[config.mk]
export PLATFORM = sky130hd
export DESIGN_NAME = sha256_byte_stream_hasher_flat
export DESIGN_NICKNAME = d
export VERILOG_FILES = /design/src/hdl/sha_pkg.sv /design/src/hdl/sha_if.sv /design/src/hdl/sha_core.sv /design/src/hdl/sha256_byte_stream_hasher.sv /design/src/flat_wrapper.sv
export VERILOG_INCLUDE_DIRS = /design/src /design/src/hdl
export SDC_FILE = /design/constraint.sdc
export NUM_CORES = 2
export LEC_CHECK = 0
export BUFFER_PORTS_ARGS = -buffer_cell sky130_fd_sc_hd__buf_2
export CORE_UTILIZATION = 35
export CTS_CLUSTER_DIAMETER = 100
export DETAILED_ROUTE_END_ITERATION = 10
export PLACE_DENSITY_LB_ADDON = 0.2
export SLEW_MARGIN = 10
export SYNTH_ARGS = -nofsm -noshare
export SYNTH_HDL_FRONTEND = slang
export SYNTH_SLANG_ARGS = --single-unit
[constraint.sdc]
create_clock -name clk -period 50.8 [get_ports clk]
set_input_delay 7.62 -clock clk [delete_from_list [all_inputs] [get_ports clk]]
set_output_delay 7.62 -clock clk [all_outputs]
set_load 0.01 [all_outputs]
[src/hdl/sha256_byte_stream_hasher_defines.svh]
// assertion macros for the sha-256 byte stream hasher
// no dependencies
`ifndef SHA256_BYTE_STREAM_HASHER_DEFINES_SVH
`define SHA256_BYTE_STREAM_HASHER_DEFINES_SVH

`define SHA_ASSERT_IMPLIES(label, clk, rst, cond, prop) \
  label: assert property (@(posedge clk) disable iff (rst) (cond) |-> (prop)) \
    else $error("assertion failed");

`define SHA_ASSERT_NEXT(label, clk, rst, cond, prop) \
  label: assert property (@(posedge clk) disable iff (rst) (cond) |=> (prop)) \
    else $error("assertion failed");

`endif

[src/hdl/sha_pkg.sv]
// package for the sha-256 byte stream hasher: types, constants, round functions
// no dependencies
`timescale 1ns / 1ps
`default_nettype none
package sha_pkg;

  typedef enum logic [1:0] {
    OP_ABSORB = 2'd0,
    OP_ABSORB_FINISH = 2'd1,
    OP_FINISH = 2'd2,
    OP_UNUSED = 2'd3
  } opcode_t;

  typedef enum logic [2:0] {
    ST_IDLE,
    ST_ROUND,
    ST_UPDATE,
    ST_PAD,
    ST_EMIT
  } state_t;

  typedef struct packed {
    logic start;
    logic busy;
    logic done;
  } core_ctl_t;

  localparam logic [7:0] PAD_BYTE = 8'h80;
  localparam logic [5:0] LEN_POS = 6'd56;

  localparam logic [31:0] INIT_HASH [8] = '{
    32'h6a09e667, 32'hbb67ae85, 32'h3c6ef372, 32'ha54ff53a,
    32'h510e527f, 32'h9b05688c, 32'h1f83d9ab, 32'h5be0cd19
  };

  function automatic logic [31:0] round_k(input logic [5:0] i);
    logic [31:0] k;
    case (i)
      6'd0: k = 32'h428a2f98; 6'd1: k = 32'h71374491; 6'd2: k = 32'hb5c0fbcf;
      6'd3: k = 32'he9b5dba5; 6'd4: k = 32'h3956c25b; 6'd5: k = 32'h59f111f1;
      6'd6: k = 32'h923f82a4; 6'd7: k = 32'hab1c5ed5; 6'd8: k = 32'hd807aa98;
      6'd9: k = 32'h12835b01; 6'd10: k = 32'h243185be; 6'd11: k = 32'h550c7dc3;
      6'd12: k = 32'h72be5d74; 6'd13: k = 32'h80deb1fe; 6'd14: k = 32'h9bdc06a7;
      6'd15: k = 32'hc19bf174; 6'd16: k = 32'he49b69c1; 6'd17: k = 32'hefbe4786;
      6'd18: k = 32'h0fc19dc6; 6'd19: k = 32'h240ca1cc; 6'd20: k = 32'h2de92c6f;
      6'd21: k = 32'h4a7484aa; 6'd22: k = 32'h5cb0a9dc; 6'd23: k = 32'h76f988da;
      6'd24: k = 32'h983e5152; 6'd25: k = 32'ha831c66d; 6'd26: k = 32'hb00327c8;
      6'd27: k = 32'hbf597fc7; 6'd28: k = 32'hc6e00bf3; 6'd29: k = 32'hd5a79147;
      6'd30: k = 32'h06ca6351; 6'd31: k = 32'h14292967; 6'd32: k = 32'h27b70a85;
      6'd33: k = 32'h2e1b2138; 6'd34: k = 32'h4d2c6dfc; 6'd35: k = 32'h53380d13;
      6'd36: k = 32'h650a7354; 6'd37: k = 32'h766a0abb; 6'd38: k = 32'h81c2c92e;
      6'd39: k = 32'h92722c85; 6'd40: k = 32'ha2bfe8a1; 6'd41: k = 32'ha81a664b;
      6'd42: k = 32'hc24b8b70; 6'd43: k = 32'hc76c51a3; 6'd44: k = 32'hd192e819;
      6'd45: k = 32'hd6990624; 6'd46: k = 32'hf40e3585; 6'd47: k = 32'h106aa070;
      6'd48: k = 32'h19a4c116; 6'd49: k = 32'h1e376c08; 6'd50: k = 32'h2748774c;
      6'd51: k = 32'h34b0bcb5; 6'd52: k = 32'h391c0cb3; 6'd53: k = 32'h4ed8aa4a;
      6'd54: k = 32'h5b9cca4f; 6'd55: k = 32'h682e6ff3; 6'd56: k = 32'h748f82ee;
      6'd57: k = 32'h78a5636f; 6'd58: k = 32'h84c87814; 6'd59: k = 32'h8cc70208;
      6'd60: k = 32'h90befffa; 6'd61: k = 32'ha4506ceb; 6'd62: k = 32'hbef9a3f7;
      default: k = 32'hc67178f2;
    endcase
    return k;
  endfunction

  function automatic logic [31:0] ror(input logic [31:0] x, input int n);
    return (x >> n) | (x << (32 - n));
  endfunction

endpackage
`default_nettype wire

[src/hdl/sha_if.sv]
// valid/ready channel interfaces for the hasher
// depends on nothing
`timescale 1ns / 1ps
`default_nettype none
interface sha_in_if;
  logic valid;
  logic ready;
  logic [1:0] opcode;
  logic [7:0] data_byte;
  modport source (output valid, opcode, data_byte, input ready);
  modport sink (input valid, opcode, data_byte, output ready);
endinterface

interface sha_out_if;
  logic valid;
  logic ready;
  logic [31:0] digest_word;
  logic [2:0] word_index;
  logic last_word;
  modport source (output valid, digest_word, word_index, last_word, input ready);
  modport sink (input valid, digest_word, word_index, last_word, output ready);
endinterface
`default_nettype wire

[src/hdl/sha_core.sv]
// sha-256 compression: one round per cycle through a shared round unit
// depends on sha_pkg
`timescale 1ns / 1ps
`default_nettype none
module sha_core (
  input  wire logic clk,
  input  wire logic rst,
  input  wire logic start,
  input  wire logic [511:0] block,
  input  wire logic restart,
  output logic busy,
  output logic [255:0] chain
);

  logic [31:0] w [16];
  logic [31:0] v [8];
  logic [31:0] h [8];
  logic [5:0] round_index;
  logic running;
  logic update;
  logic [31:0] wt, t1, t2, ls0, ls1, s0, s1, ch, mj;

  always_comb begin
    ls0 = sha_pkg::ror(w[1], 7) ^ sha_pkg::ror(w[1], 18) ^ (w[1] >> 3);
    ls1 = sha_pkg::ror(w[14], 17) ^ sha_pkg::ror(w[14], 19) ^ (w[14] >> 10);
    wt = (round_index < 6'd16) ? w[0] : (w[0] + ls0 + w[9] + ls1);
    s1 = sha_pkg::ror(v[4], 6) ^ sha_pkg::ror(v[4], 11) ^ sha_pkg::ror(v[4], 25);
    ch = (v[4] & v[5]) ^ (~v[4] & v[6]);
    t1 = v[7] + s1 + ch + sha_pkg::round_k(round_index) + wt;
    s0 = sha_pkg::ror(v[0], 2) ^ sha_pkg::ror(v[0], 13) ^ sha_pkg::ror(v[0], 22);
    mj = (v[0] & v[1]) ^ (v[0] & v[2]) ^ (v[1] & v[2]);
    t2 = s0 + mj;
  end

  // window rotates so slot 0 holds the current word in rounds 0-15 and the word sixteen back after that
  always_ff @(posedge clk) begin
    if (start && !running) begin
      for (int i = 0; i < 16; i++) w[i] <= block[511 - 32*i -: 32];
      for (int i = 0; i < 8; i++) v[i] <= h[i];
    end else if (running) begin
      for (int i = 0; i < 15; i++) w[i] <= w[i+1];
      w[15] <= wt;
      v[7] <= v[6]; v[6] <= v[5]; v[5] <= v[4]; v[4] <= v[3] + t1;
      v[3] <= v[2]; v[2] <= v[1]; v[1] <= v[0]; v[0] <= t1 + t2;
    end
  end

  always_ff @(posedge clk) begin
    if (rst) begin
      running <= 1'b0;
      update <= 1'b0;
      round_index <= '0;
      for (int i = 0; i < 8; i++) h[i] <= sha_pkg::INIT_HASH[i];
    end else begin
      update <= 1'b0;
      if (restart) begin
        for (int i = 0; i < 8; i++) h[i] <= sha_pkg::INIT_HASH[i];
      end else if (update) begin
        for (int i = 0; i < 8; i++) h[i] <= h[i] + v[i];
      end
      if (start && !running) begin
        running <= 1'b1;
        round_index <= '0;
      end else if (running) begin
        round_index <= round_index + 6'd1;
        if (round_index == 6'd63) begin
          running <= 1'b0;
          update <= 1'b1;
        end
      end
    end
  end

  assign busy = running || update;
  always_comb begin
    for (int i = 0; i < 8; i++) chain[255 - 32*i -: 32] = h[i];
  end

endmodule
`default_nettype wire

[src/hdl/sha256_byte_stream_hasher.sv]
// top level of the sha-256 byte stream hasher: byte buffer, padding, digest output
// depends on sha_pkg, sha_if, sha_core and the defines header
//
//   channel   dir   payload
//   in_ch     in    opcode, data_byte
//   out_ch    out   digest_word, word_index, last_word
//
// an absorbed byte that does not complete a block leaves in_ch ready; a byte completing a block
// starts a compression (64 rounds in the shared round unit, chain update, handoff)
// finish takes one or two block compressions plus eight output items
// synchronous reset loads the initial hash and clears counts
// in_ch is not ready while a compression runs or the digest drains; out_ch may stall
`timescale 1ns / 1ps
`default_nettype none
`include "sha256_byte_stream_hasher_defines.svh"
module sha256_byte_stream_hasher (
  input  wire logic clk,
  input  wire logic rst,
  sha_in_if.sink in_ch,
  sha_out_if.source out_ch
);

  sha_pkg::state_t state, state_next;
  logic [5:0] fill_count;
  logic [63:0] bit_count;
  logic finishing;
  logic second_block;
  logic [2:0] word_index;
  logic [511:0] block;
  logic [511:0] block_next;
  logic core_busy;
  logic [255:0] chain;
  sha_pkg::core_ctl_t ctl;
  logic accept;
  logic has_byte;
  logic do_finish;
  logic [5:0] pos;

  assign accept = in_ch.valid && in_ch.ready;
  assign has_byte = in_ch.opcode == sha_pkg::OP_ABSORB ||
                    in_ch.opcode == sha_pkg::OP_ABSORB_FINISH;
  assign do_finish = in_ch.opcode == sha_pkg::OP_ABSORB_FINISH ||
                     in_ch.opcode == sha_pkg::OP_FINISH;
  assign in_ch.ready = (state == sha_pkg::ST_IDLE);
  assign pos = has_byte ? fill_count + 6'd1 : fill_count;

  sha_core u_core (
    .clk(clk), .rst(rst), .start(ctl.start), .block(block),
    .restart(ctl.done), .busy(core_busy), .chain(chain)
  );

  always_ff @(posedge clk) begin
    if (rst) state <= sha_pkg::ST_IDLE;
    else state <= state_next;
  end

  always_comb begin
    state_next = state;
    ctl = '0;
    ctl.busy = core_busy;
    unique case (state)
      sha_pkg::ST_IDLE: begin
        if (accept && in_ch.opcode != sha_pkg::OP_UNUSED) begin
          if (has_byte && fill_count == 6'd63) begin
            state_next = sha_pkg::ST_ROUND;
          end else if (do_finish) begin
            state_next = sha_pkg::ST_PAD;
          end
        end
      end
      sha_pkg::ST_PAD: begin
        state_next = sha_pkg::ST_ROUND;
      end
      sha_pkg::ST_ROUND: begin
        ctl.start = 1'b1;
        state_next = sha_pkg::ST_UPDATE;
      end
      sha_pkg::ST_UPDATE: begin
        if (!core_busy) begin
          if (finishing && second_block) state_next = sha_pkg::ST_PAD;
          else if (finishing) state_next = sha_pkg::ST_EMIT;
          else state_next = sha_pkg::ST_IDLE;
        end
      end
      sha_pkg::ST_EMIT: begin
        if (out_ch.ready && word_index == 3'd7) begin
          ctl.done = 1'b1;
          state_next = sha_pkg::ST_IDLE;
        end
      end
      default: state_next = sha_pkg::ST_IDLE;
    endcase
  end

  // buffer fill and padding
  always_comb begin
    block_next = block;
    if (state == sha_pkg::ST_IDLE && accept && in_ch.opcode != sha_pkg::OP_UNUSED) begin
      if (has_byte) block_next[511 - 8*fill_count -: 8] = in_ch.data_byte;
      if (do_finish && !(has_byte && fill_count == 6'd63)) begin
        block_next[511 - 8*pos -: 8] = sha_pkg::PAD_BYTE;
        for (int i = 0; i < 64; i++) begin
          if (i > int'(pos)) block_next[511 - 8*i -: 8] = 8'h00;
        end
      end
    end else if (state == sha_pkg::ST_UPDATE && !core_busy && finishing && second_block) begin
      // previous block ended exactly full or padding overflowed
      block_next = '0;
      if (fill_count == 6'd0) block_next[511 -: 8] = sha_pkg::PAD_BYTE;
    end else if (state == sha_pkg::ST_PAD && !second_block) begin
      block_next[63:0] = bit_count;
    end
  end

  always_ff @(posedge clk) begin
    block <= block_next;
  end

  always_ff @(posedge clk) begin
    if (rst) begin
      fill_count <= '0;
      bit_count <= '0;
      finishing <= 1'b0;
      second_block <= 1'b0;
      word_index <= '0;
    end else begin
      unique case (state)
        sha_pkg::ST_IDLE: begin
          word_index <= '0;
          if (accept && in_ch.opcode != sha_pkg::OP_UNUSED) begin
            if (has_byte) begin
              fill_count <= fill_count + 6'd1;
              bit_count <= bit_count + 64'd8;
            end
            if (do_finish) begin
              finishing <= 1'b1;
              if (has_byte && fill_count == 6'd63) second_block <= 1'b1;
              else second_block <= pos >= sha_pkg::LEN_POS;
            end
          end
        end
        sha_pkg::ST_UPDATE: begin
          if (!core_busy && finishing && second_block) begin
            second_block <= 1'b0;
          end
        end
        sha_pkg::ST_EMIT: begin
          if (out_ch.ready) begin
            word_index <= word_index + 3'd1;
            if (word_index == 3'd7) begin
              finishing <= 1'b0;
              fill_count <= '0;
              bit_count <= '0;
            end
          end
        end
        default: ;
      endcase
    end
  end

  assign out_ch.valid = (state == sha_pkg::ST_EMIT);
  assign out_ch.digest_word = chain[255 - 32*word_index -: 32];
  assign out_ch.word_index = word_index;
  assign out_ch.last_word = (word_index == 3'd7);

  `SHA_ASSERT_IMPLIES(a_no_ready_busy, clk, rst, ctl.busy, !in_ch.ready)
  `SHA_ASSERT_IMPLIES(a_last_flag, clk, rst, out_ch.valid && out_ch.last_word, word_index == 3'd7)
  `SHA_ASSERT_NEXT(a_emit_hold, clk, rst, out_ch.valid && !out_ch.ready,
    out_ch.valid && $stable(word_index))

endmodule
`default_nettype wire

[src/flat_wrapper.sv]
// flat-port wrapper written by rule: the top's interface ports become plain ports
module sha256_byte_stream_hasher_flat 
  (clk, rst, in_ch_valid, in_ch_opcode, in_ch_data_byte, in_ch_ready, out_ch_valid, out_ch_digest_word, out_ch_word_index, out_ch_last_word, out_ch_ready);
  sha_in_if in_ch_i ();
  sha_out_if out_ch_i ();
  input  wire logic clk;
  input  wire logic rst;
  input wire logic [$bits(in_ch_i.valid)-1:0] in_ch_valid;
  input wire logic [$bits(in_ch_i.opcode)-1:0] in_ch_opcode;
  input wire logic [$bits(in_ch_i.data_byte)-1:0] in_ch_data_byte;
  output wire logic [$bits(in_ch_i.ready)-1:0] in_ch_ready;
  output wire logic [$bits(out_ch_i.valid)-1:0] out_ch_valid;
  output wire logic [$bits(out_ch_i.digest_word)-1:0] out_ch_digest_word;
  output wire logic [$bits(out_ch_i.word_index)-1:0] out_ch_word_index;
  output wire logic [$bits(out_ch_i.last_word)-1:0] out_ch_last_word;
  input wire logic [$bits(out_ch_i.ready)-1:0] out_ch_ready;
  assign in_ch_i.valid = in_ch_valid;
  assign in_ch_i.opcode = in_ch_opcode;
  assign in_ch_i.data_byte = in_ch_data_byte;
  assign in_ch_ready = in_ch_i.ready;
  assign out_ch_valid = out_ch_i.valid;
  assign out_ch_digest_word = out_ch_i.digest_word;
  assign out_ch_word_index = out_ch_i.word_index;
  assign out_ch_last_word = out_ch_i.last_word;
  assign out_ch_i.ready = out_ch_ready;
  sha256_byte_stream_hasher u_core (.clk(clk), .rst(rst), .in_ch(in_ch_i), .out_ch(out_ch_i));
endmodule
# == After elaboration in Yosys (flattened, before gate mapping) ==
# Memory sizes are Yosys's and may differ from the RTL's. A register that Yosys moved wholly into a read port is not among the register bits.
# Cells that the tools add are included.
# word_totals
register_bits,598
ramBits,1024
rom_bits,2048
output_inout_bits,38
mem_count,4
# op_classes
n_addsub,27
magnitude_cmp,65
n_eq_ne,19
n_shift,5
mux,167
bitwise_logic,68
n_reduce_logical,37
# mem_list
name,depth,width,rd,rd_clocked_by_memory_dff,wr,line,source
(no name shown),64,32,1,1,0,sha_pkg.sv:38,case (i)
u_core.u_core.w,16,32,16,0,16,sha_core.sv:15,logic [31:0] w [16];
u_core.u_core.h,8,32,8,0,8,sha_core.sv:17,logic [31:0] h [8];
u_core.u_core.v,8,32,8,0,8,sha_core.sv:16,logic [31:0] v [8];
# op_table
cell,n
512-bit 2-to-1 mux,4
32-bit 2-to-1 mux,41
8-bit by 34-bit variable shift with 519-bit output (first input constant),2
512-bit bitwise mux,2
32-bit adder,18
8-bit by 34-bit variable part select with 519-bit output,1
8-bit by 34-bit variable part select with 519-bit output (first input constant),1
8-bit 2-to-1 mux,64
448-bit 2-to-1 mux,1
64-bit 2-to-1 mux,6
32-bit XOR,9
287-bit by 33-bit variable part select with 32-bit output,1
6-bit > comparator (first input constant),32
32-bit bitwise AND,5
64-bit case mux with 2 select lines,1
5-bit by 6-bit > comparator with 1-bit output (first input constant),16
32-bit negation with 34-bit output,2
64-bit by 4-bit adder with 64-bit output (second input constant),1
4-bit by 6-bit > comparator with 1-bit output (first input constant),8
1-bit OR,40
6-bit 2-to-1 mux,6
32-bit NOT,1
10-bit by 32-bit OR with 32-bit output,1
13-bit by 32-bit OR with 32-bit output,1
48 further kinds,124

# == Depth between registers and ports, before layout ==
# logic_depth
depth_word,10
depth_mapped,45
ltp_nobuf,44

# == By module ==
# From an unflattened synthesis, not the netlist that was laid out.
# unflattened
hier_cells,9876
hier_area_um2,101652.5
# modules_own_cells
module,instances,cells_each,area_each_um2,seq_area_each_um2
sha_core,1,6572,70518.9,31230.0
sha256_byte_stream_hasher,1,3304,31133.6,16876.2

# == Worst setup path before layout ==
# OpenSTA, ideal clock, no wires.
# synth_timing
path_kind,in2reg
start,input in_ch_opcode[0]
end,register u_core.block[100] (enable)
arrival_ns,17.412
required_time_ns,50.005
path_slack_ns,32.593
path_stages,6
n_path_buf,1
cell_sequence,ha_1 -> nand2b_1 -> nor4_2 -> clkbuf_1 -> nor2_1 -> inv_1
# synth_via
elab_chain_cells,3
# synth_rtl
element,line,source
start: declaration,flat_wrapper.sv:9,input wire logic [$bits(in_ch_i.opcode)-1:0] in_ch_opcode;
2-bit != test,sha256_byte_stream_hasher.sv:98,if (state == sha_pkg::ST_IDLE && accept && in_ch.opcode != sha_pkg::OP_UNUSED) begin
1-bit logical AND,sha256_byte_stream_hasher.sv:98,
2-bit nonzero test (no source line),-,
end signal: assignment,sha256_byte_stream_hasher.sv:116,block <= block_next;
end: declaration,sha256_byte_stream_hasher.sv:29,logic [511:0] block;
# No other way between the ends.
# A chain may end at the register's enable or synchronous reset.

# == Worst setup path after layout ==
# layout_timing
start,input in_ch_opcode[1]
end,register u_core.block[270] (data pin)
# layout_via
elab_chain_cells,10
elab_cells_between_ends,22
cone_classes,2 x add/sub; 1 x order compare; 3 x eq/ne; 2 x shift; 7 x mux; 7 x reduce/logical
# layout_rtl
element,line,source
2-bit by 1-bit equality test with 1-bit output or 2-bit zero test (tied branches),"sha256_byte_stream_hasher.sv:41, sha256_byte_stream_hasher.sv:42, sha256_byte_stream_hasher.sv:40",
1-bit logical OR,sha256_byte_stream_hasher.sv:40,assign has_byte = in_ch.opcode == sha_pkg::OP_ABSORB ||
6-bit 2-to-1 mux,sha256_byte_stream_hasher.sv:45,assign pos = has_byte ? fill_count + 6'd1 : fill_count;
9-bit by 9-bit subtractor with 10-bit output,sha256_byte_stream_hasher.sv:101,block_next[511 - 8*pos -: 8] = sha_pkg::PAD_BYTE;
32-bit negation with 34-bit output,sha256_byte_stream_hasher.sv:101,
8-bit by 34-bit variable part select with 519-bit output or 8-bit by 34-bit variable shift with 519-bit output (tied branches),sha256_byte_stream_hasher.sv:101,
512-bit bitwise mux,sha256_byte_stream_hasher.sv:101,
8-bit 2-to-1 mux,sha256_byte_stream_hasher.sv:103,if (i > int'(pos)) block_next[511 - 8*i -: 8] = 8'h00;
512-bit 2-to-1 mux,sha256_byte_stream_hasher.sv:100,if (do_finish && !(has_byte && fill_count == 6'd63)) begin
512-bit 2-to-1 mux (*),sha256_byte_stream_hasher.sv:98,
# Every way passes the cells marked *; elsewhere a longest branch is shown, timed or not. The select of a mux whose other input is x is not followed.

==> summary.txt <==
Logic synthesis
  – Syn Area/Cell: about 10 sq um
  – Post-synth EDFFs: around 1500
  – Top FF cell, synth: edfxtp_1
  – Top-count cell post-synth: edfxtp_1
  – Register area share after synthesis: 0.481
  – Synth top area share: 0.451
  – Synth area leader: edfxtp_1
  – Most frequent cells after synthesis: 1504 x edfxtp_1, 1394 x nor2_1, 1293 x nand2_1
  – Yosys Warn Count: 0
  – #FFs+latches synth: around 1700
  – Synth cell types: 105
  – Post-Syn Instances: 9643
  – Fraction of registers with async set/reset: 0
  – Cell Area, Synth: roughly 100000 sq um
  – Area contributors post-synth: edfxtp_1 45%, mux2_2 6.8%, nor2_1 5.2%, ha_1 5.0%, nand2_1 4.9%
  – Net count after synthesis: slightly above 10000

CTS
  – Post-CTS Setup Bufs: 0
  – CTS resizes: 0
  – Clk slew on worst S/H paths: around 60 ps
  – CTS root buffer: clkbuf_16
  – CTS buffer count: slightly below 200
  – TritonCTS clock tree: done
  – CTS H-tree lvls: 4
  – CTS Hold Bufs: 0
  – Clock buffer depth: 4
  – Number of clock sinks: roughly 1700
  – Clk Latency, worst-skew pair: just over 900 ps

Floorplanning
  – Initial Util: 0.353
  – Die W: between 500 and 600 um
  – Rows: 195
  – Die Footprint: between 200000 and 300000 sq um
  – Die Height: about 540 um
  – I/O pins: 52
  – Core ar.: around 280000 sq um

Critical path
  – CP arrival: 12580 ps
  – Crit-path max FO: 11
  – Worst reg2reg setup slack: between 30000 and 40000 ps
  – Critical path class: in -> reg
  – Startpoint types: primary input
  – CP required: between 50000 and 60000 ps
  – CP Capture Type: flop

Timing
  – Actual slew at the worst max-slew pin: around 1300 ps
  – Unrepaired setup endpoints after global routing: false
  – Slew Limit Fails: 0
  – Relative slew slack: 0.103
  – Final hold vios: 0
  – Final setup fails: 0
  – Fmax: between 80 and 90 MHz
  – TNS Setup: 0 ps
  – Period utilization: 0.237
  – Hold WS: ~490 ps
  – Final min period: roughly 12000 ps
  – Clock Skew: 92.4 ps

Route
  – Vias: between 70000 and 80000
  – Routed wire per std cell: roughly 28 um
  – DRT antenna net count: 0
  – Final WL: between 300 and 400 mm
  – Vias per cell: 5.66
  – Drt first pass iters: 6
  – Starting DRT DRC Count: slightly below 9000
  – DRC: 0

Outcome
  – Status: complete, no violations

Cells and area
  – Final Cell Area: ~110000 sq um
  – Area delta synth->final: 10.2%
  – Filler Cell Count: 27637
  – Final layout net count: 10129
  – Share of layout cells above drive strength 1: 0.124
  – Final cell count without fillers: roughly 13000

Global routing
  – Vias in the first global route: 71758
  – GRT Overall Usage: 0.253
  – Initial antenna violation count: 11
  – First-pass GRT wire length: 527 mm
  – Largest net degree at the start of global routing: 171
  – Gr ovfl total: 0

Placement
  – Dpl hpwl: roughly 280 mm
  – PortBufs: 51
  – # placed instances: ~13000
  – Placed cell area: 104000 sq um
  – Final Wtd Congestion: between 0.9 and 1

Run
  – Max-Cap Viols: 0

Hold path
  – Hold Path Class: reg -> reg
-- cell type report --
cell class                 count  area (sq um)  area share
sequential                  1651         48100       0.436
clock buffer                 255          5340      0.0484
antenna                        4          10.0   0.0000908
inverter                     338          1280      0.0116
tap                         3743          4680      0.0425
multi-input combinational   7181         48900       0.443
clock inverter               113           935     0.00848
timing repair buffer         149          1020     0.00921
-- state kept, by name, indices dropped and copies added, names as in the netlist, named ones only --
register                   count
u_core.u_core.h              256
u_core.fill_count              6
u_core.second_block            1
u_core.out_ch.word_index       3
u_core.finishing               1
u_core.u_core.running          1
u_core.block                 512
u_core.bit_count              61
u_core.u_core.round_index      6
u_core.u_core.v              256
u_core.u_core.update           1
u_core.state                   3
u_core.u_core.w              512
-- metrics by stage --
| stage | util | worst slack [ps] |
|---|---|---|
| floorplan | - | 32590 |
| global placement | 0.367 | 38280 |
| detailed placement | 0.367 | 38230 |
| CTS | 0.389 | 39070 |
| global route | 0.389 | 38470 |
| finish | 0.389 | 38780 |
-- kinds of logic (layout without fill, tap and decap cells) --
family,Yosys count,after routing,share of synthesized area
simple gates,3276,3276,0.137
compound gates,1942,1942,0.117
flops,1651,1651,0.481
buf+inv,811,855,0.0318
mux,692,692,0.0848
xor+xnor,646,646,0.0571
fa+ha+maj,625,625,0.0921
other cells,0,4,0
-- critical path: stages --
cell	delay (ps)
buf_2	140
inv_1	110
ha_1	190
or2_1	440
and3_1	430
nand3_1	120
o21ai_1	140
nand2_1	370
o21ai_1	970
nand2b_1	730
nand2b_1	600
nand2b_1	580
nor2_1	100
-- worst paths after layout --
kind / start / to / depth (start not counted)
worst max register to register: u_core.u_core.w[0][467] / u_core.u_core.v[0][29] / 38
worst min-delay path: u_core.block[75] / u_core.u_core.w[0][427] / 2
worst max-delay path: in_ch_opcode[1] / u_core.block[270] / 13
worst min register to register: u_core.block[75] / u_core.u_core.w[0][427] / 2
-- cells in the final DEF, fill, tap and decap left out, types with 46 or more instances in the layout --
master / n
fa_1: 195
xor2_1: 207
nand3_1: 118
a211oi_1: 46
nor2b_1: 52
mux2_2: 608
nand2_1: 1288
nor3_1: 92
nor2_1: 1390
buf_4: 96
inv_1: 333
o21a_1: 68
buf_2: 51
o21ai_0: 332
nand2b_1: 94
mux4_2: 64
ha_1: 401
xnor2_1: 432
a21o_1: 186
a21oi_1: 897
clkbuf_16: 200
dfxtp_1: 142
edfxtp_1: 1504
-- metal layers --
metal  routed length [um]  vias up  track usage  part of all wire
li1                     -    34023            -                 -
met1               172000    38382        0.375              0.46
met2               160000     3172        0.373              0.43
met3                28800      501       0.0376             0.077
met4                13400        2       0.0856             0.036
met5                   13        -            0          0.000035
Power is not shown: default switching activity piles up to over one toggle a cycle in this logic, so the estimate is an artifact.
